`src/design/ilc_pkg.sv`:
```
// ----------------------------------------------------------------------------
// ilc_pkg
// Shared types, character codes and result codes of the INI line classifier.
// ----------------------------------------------------------------------------
package ilc_pkg;

	localparam int unsigned ILC_MAX_LINE = 1023;
	localparam int unsigned COUNT_W      = 10;
	localparam int unsigned SEC_W        = 16;
	localparam int unsigned QUEUE_DEPTH  = 2;

	localparam logic [7:0] CH_NUL    = 8'h00;
	localparam logic [7:0] CH_SPACE  = 8'h20;
	localparam logic [7:0] CH_TAB    = 8'h09;
	localparam logic [7:0] CH_CR     = 8'h0D;
	localparam logic [7:0] CH_SEMI   = 8'h3B;
	localparam logic [7:0] CH_HASH   = 8'h23;
	localparam logic [7:0] CH_EQUALS = 8'h3D;
	localparam logic [7:0] CH_OPEN   = 8'h5B;
	localparam logic [7:0] CH_CLOSE  = 8'h5D;
	localparam logic [7:0] CH_UNDER  = 8'h5F;
	localparam logic [7:0] CH_DOT    = 8'h2E;
	localparam logic [7:0] CH_SQUOTE = 8'h27;
	localparam logic [7:0] CH_DQUOTE = 8'h22;

	localparam logic [2:0] KIND_KEY     = 3'd0;
	localparam logic [2:0] KIND_VALUE   = 3'd1;
	localparam logic [2:0] KIND_SECTION = 3'd2;
	localparam logic [2:0] KIND_COMMENT = 3'd3;
	localparam logic [2:0] KIND_LINE    = 3'd4;

	localparam logic [2:0] CLS_EMPTY   = 3'd0;
	localparam logic [2:0] CLS_COMMENT = 3'd1;
	localparam logic [2:0] CLS_KEY     = 3'd2;
	localparam logic [2:0] CLS_SECTION = 3'd3;
	localparam logic [2:0] CLS_ERROR   = 3'd4;

	localparam logic [1:0] QUOTE_NONE   = 2'd0;
	localparam logic [1:0] QUOTE_SINGLE = 2'd1;
	localparam logic [1:0] QUOTE_DOUBLE = 2'd2;

	typedef enum logic [3:0] {
		PH_LEAD      = 4'd0,
		PH_COMMENT   = 4'd1,
		PH_KEY       = 4'd2,
		PH_AFTER_KEY = 4'd3,
		PH_AFTER_EQ  = 4'd4,
		PH_VALUE     = 4'd5,
		PH_SEC_NAME  = 4'd6,
		PH_SEC_DONE  = 4'd7,
		PH_ERROR     = 4'd8
	} phase_t;

	typedef struct packed {
		logic blank;
		logic space;
		logic alnum;
		logic key_char;
		logic comment_start;
		logic open_br;
		logic close_br;
		logic equals;
		logic nul;
	} char_flags_t;

	typedef struct packed {
		logic [7:0]  char_code;
		logic        end_of_line;
		char_flags_t flags;
	} queue_entry_t;

	typedef struct packed {
		logic full;
		logic empty;
	} queue_status_t;

endpackage

```
`src/design/ilc_char_if.sv`:
```
// ----------------------------------------------------------------------------
// ilc_char_if
// Character channel: one text byte or one end-of-line mark per transfer.
// ----------------------------------------------------------------------------
interface ilc_char_if;
	logic       valid;
	logic       ready;
	logic [7:0] char_code;
	logic       end_of_line;

	modport source (output valid, output char_code, output end_of_line, input ready);
	modport sink   (input valid, input char_code, input end_of_line, output ready);
endinterface

```
`src/design/ilc_result_if.sv`:
```
// ----------------------------------------------------------------------------
// ilc_result_if
// Result channel: tagged text characters and line results.
// ----------------------------------------------------------------------------
interface ilc_result_if;
	logic        valid;
	logic        ready;
	logic [2:0]  item_kind;
	logic [7:0]  text_char;
	logic [2:0]  line_class;
	logic [1:0]  quote_kind;
	logic [9:0]  key_length;
	logic [9:0]  value_length;
	logic        line_discarded;
	logic [15:0] section_number;

	modport source (
		output valid, output item_kind, output text_char, output line_class,
		output quote_kind, output key_length, output value_length,
		output line_discarded, output section_number, input ready
	);
	modport sink (
		input valid, input item_kind, input text_char, input line_class,
		input quote_kind, input key_length, input value_length,
		input line_discarded, input section_number, output ready
	);
endinterface

```
`src/design/ini_line_classifier.sv`:
```
// ----------------------------------------------------------------------------
// ini_line_classifier
// Path: an accepted character is written into the queue, and its result is
// registered in the back end output register; a stalled sink adds its stall.
// Throughput: one item per cycle while the result sink is not stalling.
// A two-entry queue parts the decode front from the state machine back end.
// Reset (arst_n low) clears the queue, line state and section count at once.
// ----------------------------------------------------------------------------
module ini_line_classifier #(
	parameter int unsigned MAX_LINE = ilc_pkg::ILC_MAX_LINE
) (
	input  logic         clk,
	input  logic         arst_n,
	ilc_char_if.sink     chars,
	ilc_result_if.source results
);
	import ilc_pkg::*;

	// front to queue
	logic          push;
	queue_entry_t  push_entry;
	queue_status_t q_stat;

	// queue to back end
	logic          q_valid;
	logic          q_pop;
	queue_entry_t  q_entry;

	// Decode each byte's class as it arrives; hold off the source when full.
	ilc_front u_front (
		.chars      (chars),
		.q_stat     (q_stat),
		.push       (push),
		.push_entry (push_entry)
	);

	// Absorb short stalls of the result side without stopping the front.
	ilc_queue #(
		.DEPTH (QUEUE_DEPTH)
	) u_queue (
		.clk        (clk),
		.arst_n     (arst_n),
		.push       (push),
		.push_entry (push_entry),
		.pop        (q_pop),
		.pop_valid  (q_valid),
		.pop_entry  (q_entry),
		.q_stat     (q_stat)
	);

	// Advance the line phase, tag characters and register the result.
	ilc_back #(
		.MAX_LINE (MAX_LINE)
	) u_back (
		.clk     (clk),
		.arst_n  (arst_n),
		.q_valid (q_valid),
		.q_entry (q_entry),
		.q_pop   (q_pop),
		.results (results)
	);

`ifndef SYNTHESIS
	// an accepted transfer must land in the queue
	a_push_lands: assert property (@(posedge clk) disable iff (!arst_n)
		(chars.valid && chars.ready) |=> !q_stat.empty)
		else $error("accepted character did not reach the queue");

	// a discarded line only ever opens the first, unnamed section
	a_discard_first: assert property (@(posedge clk) disable iff (!arst_n)
		(results.valid && results.item_kind == KIND_LINE && results.line_discarded)
		|-> (results.section_number == 16'd1))
		else $error("discarded line with section number other than one");
`endif
endmodule

```
`src/design/ilc_front.sv`:
```
// ----------------------------------------------------------------------------
// ilc_front
// Accepts characters, decodes their character class and pushes them on.
// ----------------------------------------------------------------------------
module ilc_front (
	ilc_char_if.sink              chars,
	input  ilc_pkg::queue_status_t q_stat,
	output logic                  push,
	output ilc_pkg::queue_entry_t push_entry
);
	import ilc_pkg::*;

	logic [7:0]  c;
	char_flags_t fl;

	assign c = chars.char_code;

	always_comb begin
		fl.space         = (c == CH_SPACE);
		fl.blank         = fl.space || (c >= CH_TAB && c <= CH_CR);
		fl.alnum         = (c >= 8'h30 && c <= 8'h39) || (c >= 8'h41 && c <= 8'h5A) ||
		                   (c >= 8'h61 && c <= 8'h7A);
		fl.key_char      = fl.alnum || (c == CH_UNDER) || (c == CH_DOT);
		fl.comment_start = (c == CH_SEMI) || (c == CH_HASH);
		fl.open_br       = (c == CH_OPEN);
		fl.close_br      = (c == CH_CLOSE);
		fl.equals        = (c == CH_EQUALS);
		fl.nul           = (c == CH_NUL);
	end

	assign chars.ready            = !q_stat.full;
	assign push                   = chars.valid && !q_stat.full;
	assign push_entry.char_code   = c;
	assign push_entry.end_of_line = chars.end_of_line;
	assign push_entry.flags       = fl;
endmodule

```
`src/design/ilc_queue.sv`:
```
// ----------------------------------------------------------------------------
// ilc_queue
// Short FIFO between the decode front and the line state back end.
// ----------------------------------------------------------------------------
module ilc_queue #(
	parameter int unsigned DEPTH = ilc_pkg::QUEUE_DEPTH
) (
	input  logic                  clk,
	input  logic                  arst_n,
	input  logic                  push,
	input  ilc_pkg::queue_entry_t push_entry,
	input  logic                  pop,
	output logic                  pop_valid,
	output ilc_pkg::queue_entry_t pop_entry,
	output ilc_pkg::queue_status_t q_stat
);
	import ilc_pkg::*;

	localparam int unsigned PTR_W = (DEPTH > 1) ? $clog2(DEPTH) : 1;
	localparam int unsigned CNT_W = $clog2(DEPTH + 1);
	localparam logic [PTR_W-1:0] LAST = PTR_W'(DEPTH - 1);
	localparam logic [CNT_W-1:0] FULL = CNT_W'(DEPTH);

	queue_entry_t     entries_q [DEPTH];
	logic [PTR_W-1:0] wr_ptr_q;
	logic [PTR_W-1:0] rd_ptr_q;
	logic [CNT_W-1:0] count_q;
	logic             do_pop;

	assign do_pop       = pop && (count_q != '0);
	assign pop_valid    = (count_q != '0);
	assign pop_entry    = entries_q[rd_ptr_q];
	assign q_stat.full  = (count_q == FULL);
	assign q_stat.empty = (count_q == '0);

	always_ff @(posedge clk) begin
		if (push) begin
			entries_q[wr_ptr_q] <= push_entry;
		end
	end

	always_ff @(posedge clk or negedge arst_n) begin
		if (!arst_n) begin
			wr_ptr_q <= '0;
			rd_ptr_q <= '0;
			count_q  <= '0;
		end else begin
			if (push) begin
				wr_ptr_q <= (wr_ptr_q == LAST) ? '0 : wr_ptr_q + 1'b1;
			end
			if (do_pop) begin
				rd_ptr_q <= (rd_ptr_q == LAST) ? '0 : rd_ptr_q + 1'b1;
			end
			if (push && !do_pop) begin
				count_q <= count_q + 1'b1;
			end else if (!push && do_pop) begin
				count_q <= count_q - 1'b1;
			end
		end
	end
endmodule

```
`src/design/ilc_back.sv`:
```
// ----------------------------------------------------------------------------
// ilc_back
// Line state machine: tags characters, classifies lines, holds the result.
// ----------------------------------------------------------------------------
module ilc_back #(
	parameter int unsigned MAX_LINE = ilc_pkg::ILC_MAX_LINE
) (
	input  logic                  clk,
	input  logic                  arst_n,
	input  logic                  q_valid,
	input  ilc_pkg::queue_entry_t q_entry,
	output logic                  q_pop,
	ilc_result_if.source          results
);
	import ilc_pkg::*;

	localparam int unsigned CAP_MAX = (1 << COUNT_W) - 1;
	localparam int unsigned CAP_INT = (MAX_LINE < CAP_MAX) ? MAX_LINE : CAP_MAX;
	localparam logic [COUNT_W-1:0] COUNT_CAP = COUNT_W'(CAP_INT);
	localparam logic [SEC_W-1:0]   SEC_MAX   = '1;

	phase_t             phase_q, phase_d;
	logic [7:0]         first_q, first_d;
	logic [7:0]         last_q, last_d;
	logic [COUNT_W-1:0] key_q, key_d;
	logic [COUNT_W-1:0] val_q, val_d;
	logic [COUNT_W-1:0] sec_name_q, sec_name_d;
	logic               term_q, term_d;
	logic               have_sec_q, have_sec_d;
	logic [SEC_W-1:0]   sections_q, sections_d;

	logic               fire;
	logic               emit;
	logic [2:0]         kind;
	logic [2:0]         cls;
	logic [1:0]         quote;
	logic               discarded;
	logic               opens;
	char_flags_t        fl;
	logic [7:0]         c;

	logic               out_valid_q;
	logic [2:0]         kind_q;
	logic [7:0]         char_q;
	logic [2:0]         cls_q;
	logic [1:0]         quote_q;
	logic [COUNT_W-1:0] key_len_q;
	logic [COUNT_W-1:0] val_len_q;
	logic               disc_q;
	logic [SEC_W-1:0]   secnum_q;

	assign fl    = q_entry.flags;
	assign c     = q_entry.char_code;
	assign fire  = q_valid && (!out_valid_q || results.ready);
	assign q_pop = fire;

	// line classification from the phase reached at line end
	always_comb begin
		unique case (phase_q)
			PH_LEAD:                cls = CLS_EMPTY;
			PH_COMMENT:             cls = CLS_COMMENT;
			PH_AFTER_EQ, PH_VALUE:  cls = CLS_KEY;
			PH_SEC_DONE:            cls = CLS_SECTION;
			default:                cls = CLS_ERROR;
		endcase
		quote = QUOTE_NONE;
		if (cls == CLS_KEY && val_q > COUNT_W'(1) && last_q == first_q) begin
			if (first_q == CH_DQUOTE) begin
				quote = QUOTE_DOUBLE;
			end else if (first_q == CH_SQUOTE) begin
				quote = QUOTE_SINGLE;
			end
		end
		opens     = (cls == CLS_SECTION) || !have_sec_q;
		discarded = (cls != CLS_SECTION) && !have_sec_q;
	end

	// output decision
	always_comb begin
		emit = 1'b0;
		kind = KIND_LINE;
		if (q_entry.end_of_line) begin
			emit = 1'b1;
		end else if (!term_q && !fl.nul) begin
			unique case (phase_q)
				PH_LEAD: begin
					if (!fl.blank && fl.comment_start) begin
						emit = 1'b1;
						kind = KIND_COMMENT;
					end else if (!fl.blank && fl.key_char) begin
						emit = 1'b1;
						kind = KIND_KEY;
					end
				end
				PH_COMMENT: begin
					emit = 1'b1;
					kind = KIND_COMMENT;
				end
				PH_KEY: begin
					emit = fl.key_char;
					kind = KIND_KEY;
				end
				PH_AFTER_EQ: begin
					emit = !fl.blank;
					kind = KIND_VALUE;
				end
				PH_VALUE: begin
					emit = 1'b1;
					kind = KIND_VALUE;
				end
				PH_SEC_NAME: begin
					emit = fl.alnum || fl.space;
					kind = KIND_SECTION;
				end
				default: begin
					emit = 1'b0;
				end
			endcase
		end
	end

	// next line state
	always_comb begin
		phase_d    = phase_q;
		first_d    = first_q;
		last_d     = last_q;
		key_d      = key_q;
		val_d      = val_q;
		sec_name_d = sec_name_q;
		term_d     = term_q;
		have_sec_d = have_sec_q;
		sections_d = sections_q;
		if (q_entry.end_of_line) begin
			phase_d    = PH_LEAD;
			first_d    = '0;
			last_d     = '0;
			key_d      = '0;
			val_d      = '0;
			sec_name_d = '0;
			term_d     = 1'b0;
			if (opens) begin
				have_sec_d = 1'b1;
				if (sections_q != SEC_MAX) begin
					sections_d = sections_q + 1'b1;
				end
			end
		end else if (term_q) begin
			term_d = 1'b1;
		end else if (fl.nul) begin
			term_d = 1'b1;
		end else begin
			unique case (phase_q)
				PH_LEAD: begin
					if (fl.blank) begin
						phase_d = PH_LEAD;
					end else if (fl.comment_start) begin
						phase_d = PH_COMMENT;
					end else if (fl.open_br) begin
						phase_d = PH_SEC_NAME;
					end else if (fl.key_char) begin
						phase_d = PH_KEY;
						key_d   = (key_q < COUNT_CAP) ? key_q + 1'b1 : key_q;
					end else begin
						phase_d = PH_ERROR;
					end
				end
				PH_COMMENT: begin
					phase_d = PH_COMMENT;
				end
				PH_KEY: begin
					if (fl.key_char) begin
						key_d = (key_q < COUNT_CAP) ? key_q + 1'b1 : key_q;
					end else if (fl.blank) begin
						phase_d = PH_AFTER_KEY;
					end else if (fl.equals) begin
						phase_d = PH_AFTER_EQ;
					end else begin
						phase_d = PH_ERROR;
					end
				end
				PH_AFTER_KEY: begin
					if (!fl.blank) begin
						phase_d = fl.equals ? PH_AFTER_EQ : PH_ERROR;
					end
				end
				PH_AFTER_EQ: begin
					if (!fl.blank) begin
						phase_d = PH_VALUE;
						first_d = c;
						last_d  = c;
						val_d   = COUNT_W'(1);
					end
				end
				PH_VALUE: begin
					last_d = c;
					val_d  = (val_q < COUNT_CAP) ? val_q + 1'b1 : val_q;
				end
				PH_SEC_NAME: begin
					if (fl.alnum || fl.space) begin
						sec_name_d = (sec_name_q < COUNT_CAP) ? sec_name_q + 1'b1 : sec_name_q;
					end else if (fl.close_br && sec_name_q != '0) begin
						phase_d = PH_SEC_DONE;
					end else begin
						phase_d = PH_ERROR;
					end
				end
				PH_SEC_DONE: begin
					phase_d = PH_SEC_DONE;
				end
				default: begin
					phase_d = PH_ERROR;
				end
			endcase
		end
	end

	always_ff @(posedge clk or negedge arst_n) begin
		if (!arst_n) begin
			phase_q     <= PH_LEAD;
			first_q     <= '0;
			last_q      <= '0;
			key_q       <= '0;
			val_q       <= '0;
			sec_name_q  <= '0;
			term_q      <= 1'b0;
			have_sec_q  <= 1'b0;
			sections_q  <= '0;
			out_valid_q <= 1'b0;
		end else begin
			if (fire) begin
				phase_q    <= phase_d;
				first_q    <= first_d;
				last_q     <= last_d;
				key_q      <= key_d;
				val_q      <= val_d;
				sec_name_q <= sec_name_d;
				term_q     <= term_d;
				have_sec_q <= have_sec_d;
				sections_q <= sections_d;
			end
			if (fire && emit) begin
				out_valid_q <= 1'b1;
			end else if (results.ready) begin
				out_valid_q <= 1'b0;
			end
		end
	end

	always_ff @(posedge clk) begin
		if (fire && emit) begin
			kind_q <= kind;
			if (q_entry.end_of_line) begin
				char_q    <= '0;
				cls_q     <= cls;
				quote_q   <= quote;
				key_len_q <= (cls == CLS_KEY) ? key_q : '0;
				val_len_q <= (cls == CLS_KEY) ? val_q : '0;
				disc_q    <= discarded;
				secnum_q  <= sections_d;
			end else begin
				char_q    <= c;
				cls_q     <= CLS_EMPTY;
				quote_q   <= QUOTE_NONE;
				key_len_q <= '0;
				val_len_q <= '0;
				disc_q    <= 1'b0;
				secnum_q  <= '0;
			end
		end
	end

	assign results.valid          = out_valid_q;
	assign results.item_kind      = kind_q;
	assign results.text_char      = char_q;
	assign results.line_class     = cls_q;
	assign results.quote_kind     = quote_q;
	assign results.key_length     = key_len_q;
	assign results.value_length   = val_len_q;
	assign results.line_discarded = disc_q;
	assign results.section_number = secnum_q;
endmodule

```
`src/flat_wrapper.sv`:
```
// flat-port wrapper written by rule: the top's interface ports become plain ports
module ini_line_classifier_flat import ilc_pkg::*;
#(
	parameter int unsigned MAX_LINE = ilc_pkg::ILC_MAX_LINE
)
  (clk, arst_n, chars_valid, chars_char_code, chars_end_of_line, chars_ready, results_valid, results_item_kind, results_text_char, results_line_class, results_quote_kind, results_key_length, results_value_length, results_line_discarded, results_section_number, results_ready);
  ilc_char_if chars_i ();
  ilc_result_if results_i ();
  input  logic clk;
  input  logic arst_n;
  input wire logic [$bits(chars_i.valid)-1:0] chars_valid;
  input wire logic [$bits(chars_i.char_code)-1:0] chars_char_code;
  input wire logic [$bits(chars_i.end_of_line)-1:0] chars_end_of_line;
  output wire logic [$bits(chars_i.ready)-1:0] chars_ready;
  output wire logic [$bits(results_i.valid)-1:0] results_valid;
  output wire logic [$bits(results_i.item_kind)-1:0] results_item_kind;
  output wire logic [$bits(results_i.text_char)-1:0] results_text_char;
  output wire logic [$bits(results_i.line_class)-1:0] results_line_class;
  output wire logic [$bits(results_i.quote_kind)-1:0] results_quote_kind;
  output wire logic [$bits(results_i.key_length)-1:0] results_key_length;
  output wire logic [$bits(results_i.value_length)-1:0] results_value_length;
  output wire logic [$bits(results_i.line_discarded)-1:0] results_line_discarded;
  output wire logic [$bits(results_i.section_number)-1:0] results_section_number;
  input wire logic [$bits(results_i.ready)-1:0] results_ready;
  assign chars_i.valid = chars_valid;
  assign chars_i.char_code = chars_char_code;
  assign chars_i.end_of_line = chars_end_of_line;
  assign chars_ready = chars_i.ready;
  assign results_valid = results_i.valid;
  assign results_item_kind = results_i.item_kind;
  assign results_text_char = results_i.text_char;
  assign results_line_class = results_i.line_class;
  assign results_quote_kind = results_i.quote_kind;
  assign results_key_length = results_i.key_length;
  assign results_value_length = results_i.value_length;
  assign results_line_discarded = results_i.line_discarded;
  assign results_section_number = results_i.section_number;
  assign results_i.ready = results_ready;
  ini_line_classifier #(.MAX_LINE(MAX_LINE)) u_core (.clk(clk), .arst_n(arst_n), .chars(chars_i), .results(results_i));
endmodule
```
`config.mk`:
```
export PLATFORM = sky130hd
export DESIGN_NAME = ini_line_classifier_flat
export DESIGN_NICKNAME = d
export VERILOG_FILES = /design/src/design/ilc_pkg.sv /design/src/design/ilc_char_if.sv /design/src/design/ilc_result_if.sv /design/src/design/ini_line_classifier.sv /design/src/design/ilc_front.sv /design/src/design/ilc_queue.sv /design/src/design/ilc_back.sv /design/src/flat_wrapper.sv
export SDC_FILE = /design/constraint.sdc
export NUM_CORES = 1
export LEC_CHECK = 0
export BUFFER_PORTS_ARGS = -buffer_cell sky130_fd_sc_hd__buf_4
export CAP_MARGIN = 20
export CELL_PAD_IN_SITES_DETAIL_PLACEMENT = 2
export CELL_PAD_IN_SITES_GLOBAL_PLACEMENT = 2
export CORE_ASPECT_RATIO = 1.75
export CORE_MARGIN = 2
export CORE_UTILIZATION = 37
export DETAILED_ROUTE_END_ITERATION = 10
export PLACE_DENSITY = 0.84
export SYNTH_ARGS = -nofsm -noshare
export SYNTH_HDL_FRONTEND = slang
export SYNTH_HIERARCHICAL = 1
export SYNTH_SLANG_ARGS = --single-unit
```
`constraint.sdc`:
```
create_clock -name clk -period 3.9 [get_ports clk]
set_input_delay 0.39 -clock clk [delete_from_list [all_inputs] [get_ports clk]]
set_output_delay 0.39 -clock clk [all_outputs]
set_load 0.02 [all_outputs]
```
**Yosys cells after proc, flatten, opt, wreduce, memory -nomap -nowiden**

Memory sizes are Yosys's and may differ from the RTL's.
Cells that the tools add are included.
Widths: inputs -> output; s select.

- Memory bits (writable): 36
- Flip-flop bits (word level): 126
- Memories kept: 1
- Input port bits: 13
- Output and inout bits: 55

Memories:

| memory | depth | width | rd ports | clocked after Yosys merged registers in | write ports | RTL line | text |
|---|---|---|---|---|---|---|---|
| u_core.u_queue.entries_q | 2 | 18 | 1 | 0 | 1 | ilc_queue.sv:24 | `queue_entry_t entries_q [DEPTH];` |

- Magnitude comparators: 12
- Bitwise operators: 3
- Reductions and logical operators: 59
- Eq/ne operators: 35
- Mux-type cells: 70
- $add $sub $neg: 8

Operators with widths:

| cell | count |
|---|---|
| $mux 10 | 19 |
| $mux 8 | 8 |
| $eq 8x6->1 const B | 7 |
| $mux 4 | 14 |
| $mux 16 | 3 |
| $pmux 10 s2 | 2 |
| $pmux 4 s8 | 1 |
| $add 10x1->10 const B | 3 |
| $lt 10x10->1 const B | 3 |
| $ne 3x2->1 const B | 9 |
| $eq 8x7->1 const B | 3 |
| $logic_and 1x1->1 | 17 |
| $add 16x1->16 const B | 1 |
| $eq 4x3->1 const B | 4 |
| $ge 8x7->1 const B | 2 |
| $le 8x7->1 const B | 2 |
| $ne 16x16->1 const B | 1 |
| $pmux 8 s2 | 1 |
| $pmux 3 s5 | 1 |
| $mux 1 | 14 |
| $reduce_bool 2->1 | 7 |
| $pmux 3 s4 | 1 |
| $reduce_and 6->1 | 2 |
| $gt 10x1->1 const B | 1 |
| 30 further kinds | 61 |

**Logic depth before layout (Yosys ltp)**

- Depth after elaboration: 10
- Mapped depth: 9

**Modules after synthesis**

The synthesis kept the hierarchy.

Modules (own cells, without submodules):

| module | cells each | sequential area each (um2) | area each (um2) | times used |
|---|---|---|---|---|
| ilc_back | 556 | 3318.2 | 6163.4 | 1 |
| ilc_queue | 73 | 1181.1 | 1546.5 | 1 |
| ilc_front | 47 | 0.0 | 326.6 | 1 |

**Worst setup path before layout**

No wires, ideal clock.

- Kind: flip-flop to flip-flop
- Start: register u_core.u_queue.rd_ptr_q
- End: register u_core.u_back.kind_q[0] (netlist: u_core/u_back/results.item_kind[0]), enable pin
- Required time: 3436 ps
- Stages on the path, launching flop included: 8
- Buffers on the path: 4
- Period minus slack after synthesis: 4239 ps
- Library setup time: 464 ps
- Data arrival time: 3775 ps
- Slack: -339 ps
- Cells stage by stage: dfrtp_1 > buf_6 > buf_12 > mux2_4 > buf_1 > clkbuf_1 > a21oi_1 > nor2_1

RTL lines:

| element | RTL line | text |
|---|---|---|
| from (decl) | ilc_queue.sv:26 | `logic [PTR_W-1:0] rd_ptr_q;` |
| from (signal assigned) | ilc_queue.sv:52 | `rd_ptr_q <= (rd_ptr_q == LAST) ? '0 : rd_ptr_q + 1'b1;` |
| to (signal assigned) | ilc_back.sv:251 | `kind_q <= kind;` |
| to (decl) | ilc_back.sv:43 | `logic [2:0] kind_q;` |

**Worst setup path in the final report**

- Start: register u_core.u_back.phase_q[1]
- End: register u_core.u_back.secnum_q[15] (netlist: u_core/u_back/results.section_number[15]), enable pin

- Word-level cells in the longest chain between the ends: 6

Ends and longest elaborated chain:

| element | RTL line | text |
|---|---|---|
| from (decl) | ilc_back.sv:22 | `phase_t phase_q, phase_d;` |
| from (signal assigned) | ilc_back.sv:231 | `phase_q <= phase_d;` |
| $eq 4x3->1 / $eq 4x1->1 (equally long branches) | ilc_back.sv:85 | `unique case (phase_q)` |
| $reduce_or 2->1 (no source line) | n/a |  |
| $pmux 1 s5 * | ilc_back.sv:85 |  |
| $mux 1 * | ilc_back.sv:84 | `end else if (!term_q && !fl.nul) begin` |
| $mux 1 * | ilc_back.sv:82 | `if (q_entry.end_of_line) begin` |
| $logic_and 1x1->1 * | ilc_back.sv:250 | `if (fire && emit) begin` |
| to (signal assigned) | ilc_back.sv:259 | `secnum_q <= sections_d;` |
| to (decl) | ilc_back.sv:50 | `logic [SEC_W-1:0] secnum_q;` |

Every way passes the cells marked *; elsewhere a longest branch is shown, timed or not.
A chain may end at the register's enable or synchronous reset.

==> flow_summary_export.csv <==
group,metric,value,unit
status,status,"finished clean",
global_route,grt_pass1_wl,36.1,mm
finish,area_delta_synth_final,16.6,%
sta,period_share,75.2,%
cts,htree_levels,4,
hold_path,hp-class,"in -> async",
power,p_per_area,752,nW/um^2
power,p_seq_share,39.2,%
drt,vias,5839,
sta,final-max-slew-violation-count,0,
sta,finalHoldViolations,0,
cts,cts_made_buffers,17,
die,dieHeight,199,um
cts,cts_tree,"yes",
power,power,0.00704,W
drt,first_iter_violations,237,
worst_setup_path,startpoint_type,"flip-flop",
logic_synthesis,syn_nets,696,
global_route,grt_antenna_before_repair,0,
sta,rsz0062_at_grt,"no",
die,core-area,21400,um^2
power,switching_share,38.3,%
worst_setup_path,cp.required,4.03,ns
finish,fillers,2138,
worst_setup_path,regToRegEndpoint,"u_core/u_back/results.section_number[15]",
drt,vias_per_cell,5.65,
cts,cts_hold_buf,0,
flow_run,cap_violations,0,
global_route,grt_pass1_vias,6569,
cts,ctsRootBufferMaster,"clkbuf_16",
drt,wl_per_cell,21.9,um
power,p_comb_share,35.9,%
logic_synthesis,synthCells,675,
sta,setup_tns,0,ns
worst_setup_path,r2r_cells,6,
placement,place.detailed.hpwl,16.1,mm
worst_setup_path,critPathKind,"reg -> reg",
cts,cts_sinks,162,
die,num_rows,71,
global_route,grtUsageTotal,20.7,%
power,p_sw,0.00269,W
die,dieArea,23000,um^2
logic_synthesis,postSynthAreaPerCell,11.9,um^2
worst_setup_path,crit_fanout,36,
sta,skew,0.00894,ns
sta,worst_slew_pin_slew,1.01,ns
drt,wl,22.6,mm
power,irDropWorstVdd,0.324,mV
global_route,grt_max_degree,74,
worst_setup_path,cp.arrival,3.07,ns
worst_setup_path,reg2reg_from,"u_core/u_back/phase_q[1]",
worst_setup_path,r2r_slack,0.97,ns
cts,clk_pin_slew,0.07,ns
logic_synthesis,yosys_warnings,6,
power,internal-power,0.00435,W
cts,clock_latency,0.44,ns
finish,drive_above_1_share,23.0,%
sta,timing.fmax,341,MHz
sta,setup_violations,0,
die,ios,68,
drt,drc,0,
finish,antennaDiodeCount,0,
placement,gp_congestion,0.918,
cts,cts_resized,0,
power,p_leak,3.72,nW
placement,numPortBuffers,67,
die,start_util,37.5,%
cts,cts_setup_buffers,0,
sta,min_period,2.93,ns
finish,layout.nets,750,
logic_synthesis,netlist_area,8030,um^2
global_route,grt_overflow_total,0,
cts,clockBufferDepth,2,
drt,drtAntennaViolNets,0,
sta,slew_headroom,32.6,%
drt,first_pass_iters,4,
power,clkPwrFrac,24.9,%
die,die_w,115,um
worst_setup_path,end_kind,"flip-flop",
area by class of cell:
type / count / area (um^2) / area share (%)
clock buffers: 17 / 425 / 4.54
clock inverters: 15 / 193 / 2.06
inverters: 17 / 63.8 / 0.682
multi-input cells: 456 / 3240 / 34.6
flip-flops and latches: 162 / 4500 / 48.1
well taps: 292 / 365 / 3.90
repair buffers: 75 / 576 / 6.15
worst max-delay path by stage:
| stage | start | endpoint | slack (ns) | cells past startpoint |
|---|---|---|---|---|
| global placement | u_core/u_back/phase_q[1] | u_core/u_back/results.section_number[14] | 1.12 | 6 |
| detailed placement | u_core/u_queue/rd_ptr_q | u_core/u_back/first_q[3] | 0.96 | 4 |
| floorplan | u_core/u_queue/rd_ptr_q | u_core/u_back/results.item_kind[0] | 0.54 | 7 |
| finish | u_core/u_back/phase_q[1] | u_core/u_back/results.section_number[15] | 0.97 | 6 |
| CTS | u_core/u_queue/rd_ptr_q | u_core/u_back/first_q[3] | 0.95 | 4 |
| global route | u_core/u_back/phase_q[1] | u_core/u_back/results.section_number[15] | 0.75 | 6 |
metrics by stage:
stage | instances | util (%) | setup slack, ns | hold WS (ns) | cell area, um^2
4_1_cts | 1034 | 43.7 | 0.946 | 0.141 | 9360
3_3_place_gp | 1002 | 40.8 | 1.12 | 0.473 | 8740
2_1_floorplan | 675 | - | 0.538 | 0.0944 | 8040
5_1_grt | 1034 | 43.7 | 0.750 | 0.138 | 9360
6_report | 1034 | 43.7 | 0.967 | 0.0934 | 9360
3_5_place_dp | 1002 | 40.8 | 0.958 | 0.480 | 8740
metal layers:
layer  vias to the layer above  global-route usage (%)  wire length, um
met5                         -                       0                0
met4                         0                    12.2             1110
met1                      2998                    19.9             7960
met2                       145                    39.8            13000
met3                        65                    3.44              573
li1                       2631                       -                -
cell usage in the layout, fill, tap and decap left out, types with 4 or more instances in the layout:
cell and instances:
inv_1 16, nand3_1 21, nor2b_1 12, buf_4 74
edfxtp_1 89, clkbuf_16 17, nand4_1 17, mux2i_1 7
or3_1 7, xnor2_1 30, and2_1 5, nand2b_1 7
nor4_1 22, xor2_1 15, o21ai_0 15, dfrtp_1 73
nor2_1 46, nor3_1 16, nand2_1 36, or4_1 6
o211ai_1 5, nand3b_1 4, a31oi_1 4, and4_1 8
a21oi_1 25, mux2_4 9, ha_1 8, o21a_1 4
o31ai_1 10, and3_1 27, inv_6 6, mux2_2 29
sequential cells by signal, indices dropped and copies added (netlist names), 3 cells and up:
register,cells
u_core/u_back/first_q,8
u_core/u_back/key_q,10
u_core/u_back/last_q,8
u_core/u_back/phase_q,4
u_core/u_back/results.item_kind,3
u_core/u_back/results.key_length,10
u_core/u_back/results.line_class,3
u_core/u_back/results.section_number,16
u_core/u_back/results.text_char,8
u_core/u_back/results.value_length,10
u_core/u_back/sec_name_q,10
u_core/u_back/sections_q,16
u_core/u_back/val_q,10
u_core/u_queue/entries_q,36
worst max-delay path: stages (launching register included):
cell and delay, ns:
dfrtp_1 0.74, nor2b_1 0.55, a32oi_1 0.22, o21ai_0 0.12, a21oi_1 0.17, nor2_4 0.51, buf_12 0.30
power by group through the flow:
stage,Clock (W),Sequential [W],Combinational [W]
6_report,0.00175,0.00276,0.00253
3_3_place_gp,0,0.00274,0.00240
3_5_place_dp,0,0.00279,0.00254
4_1_cts,0.00180,0.00277,0.00257
2_1_floorplan,0,0.00295,0.00138
5_1_grt,0.00185,0.00281,0.00273
Note: power is estimated with default switching activity, not from simulation.
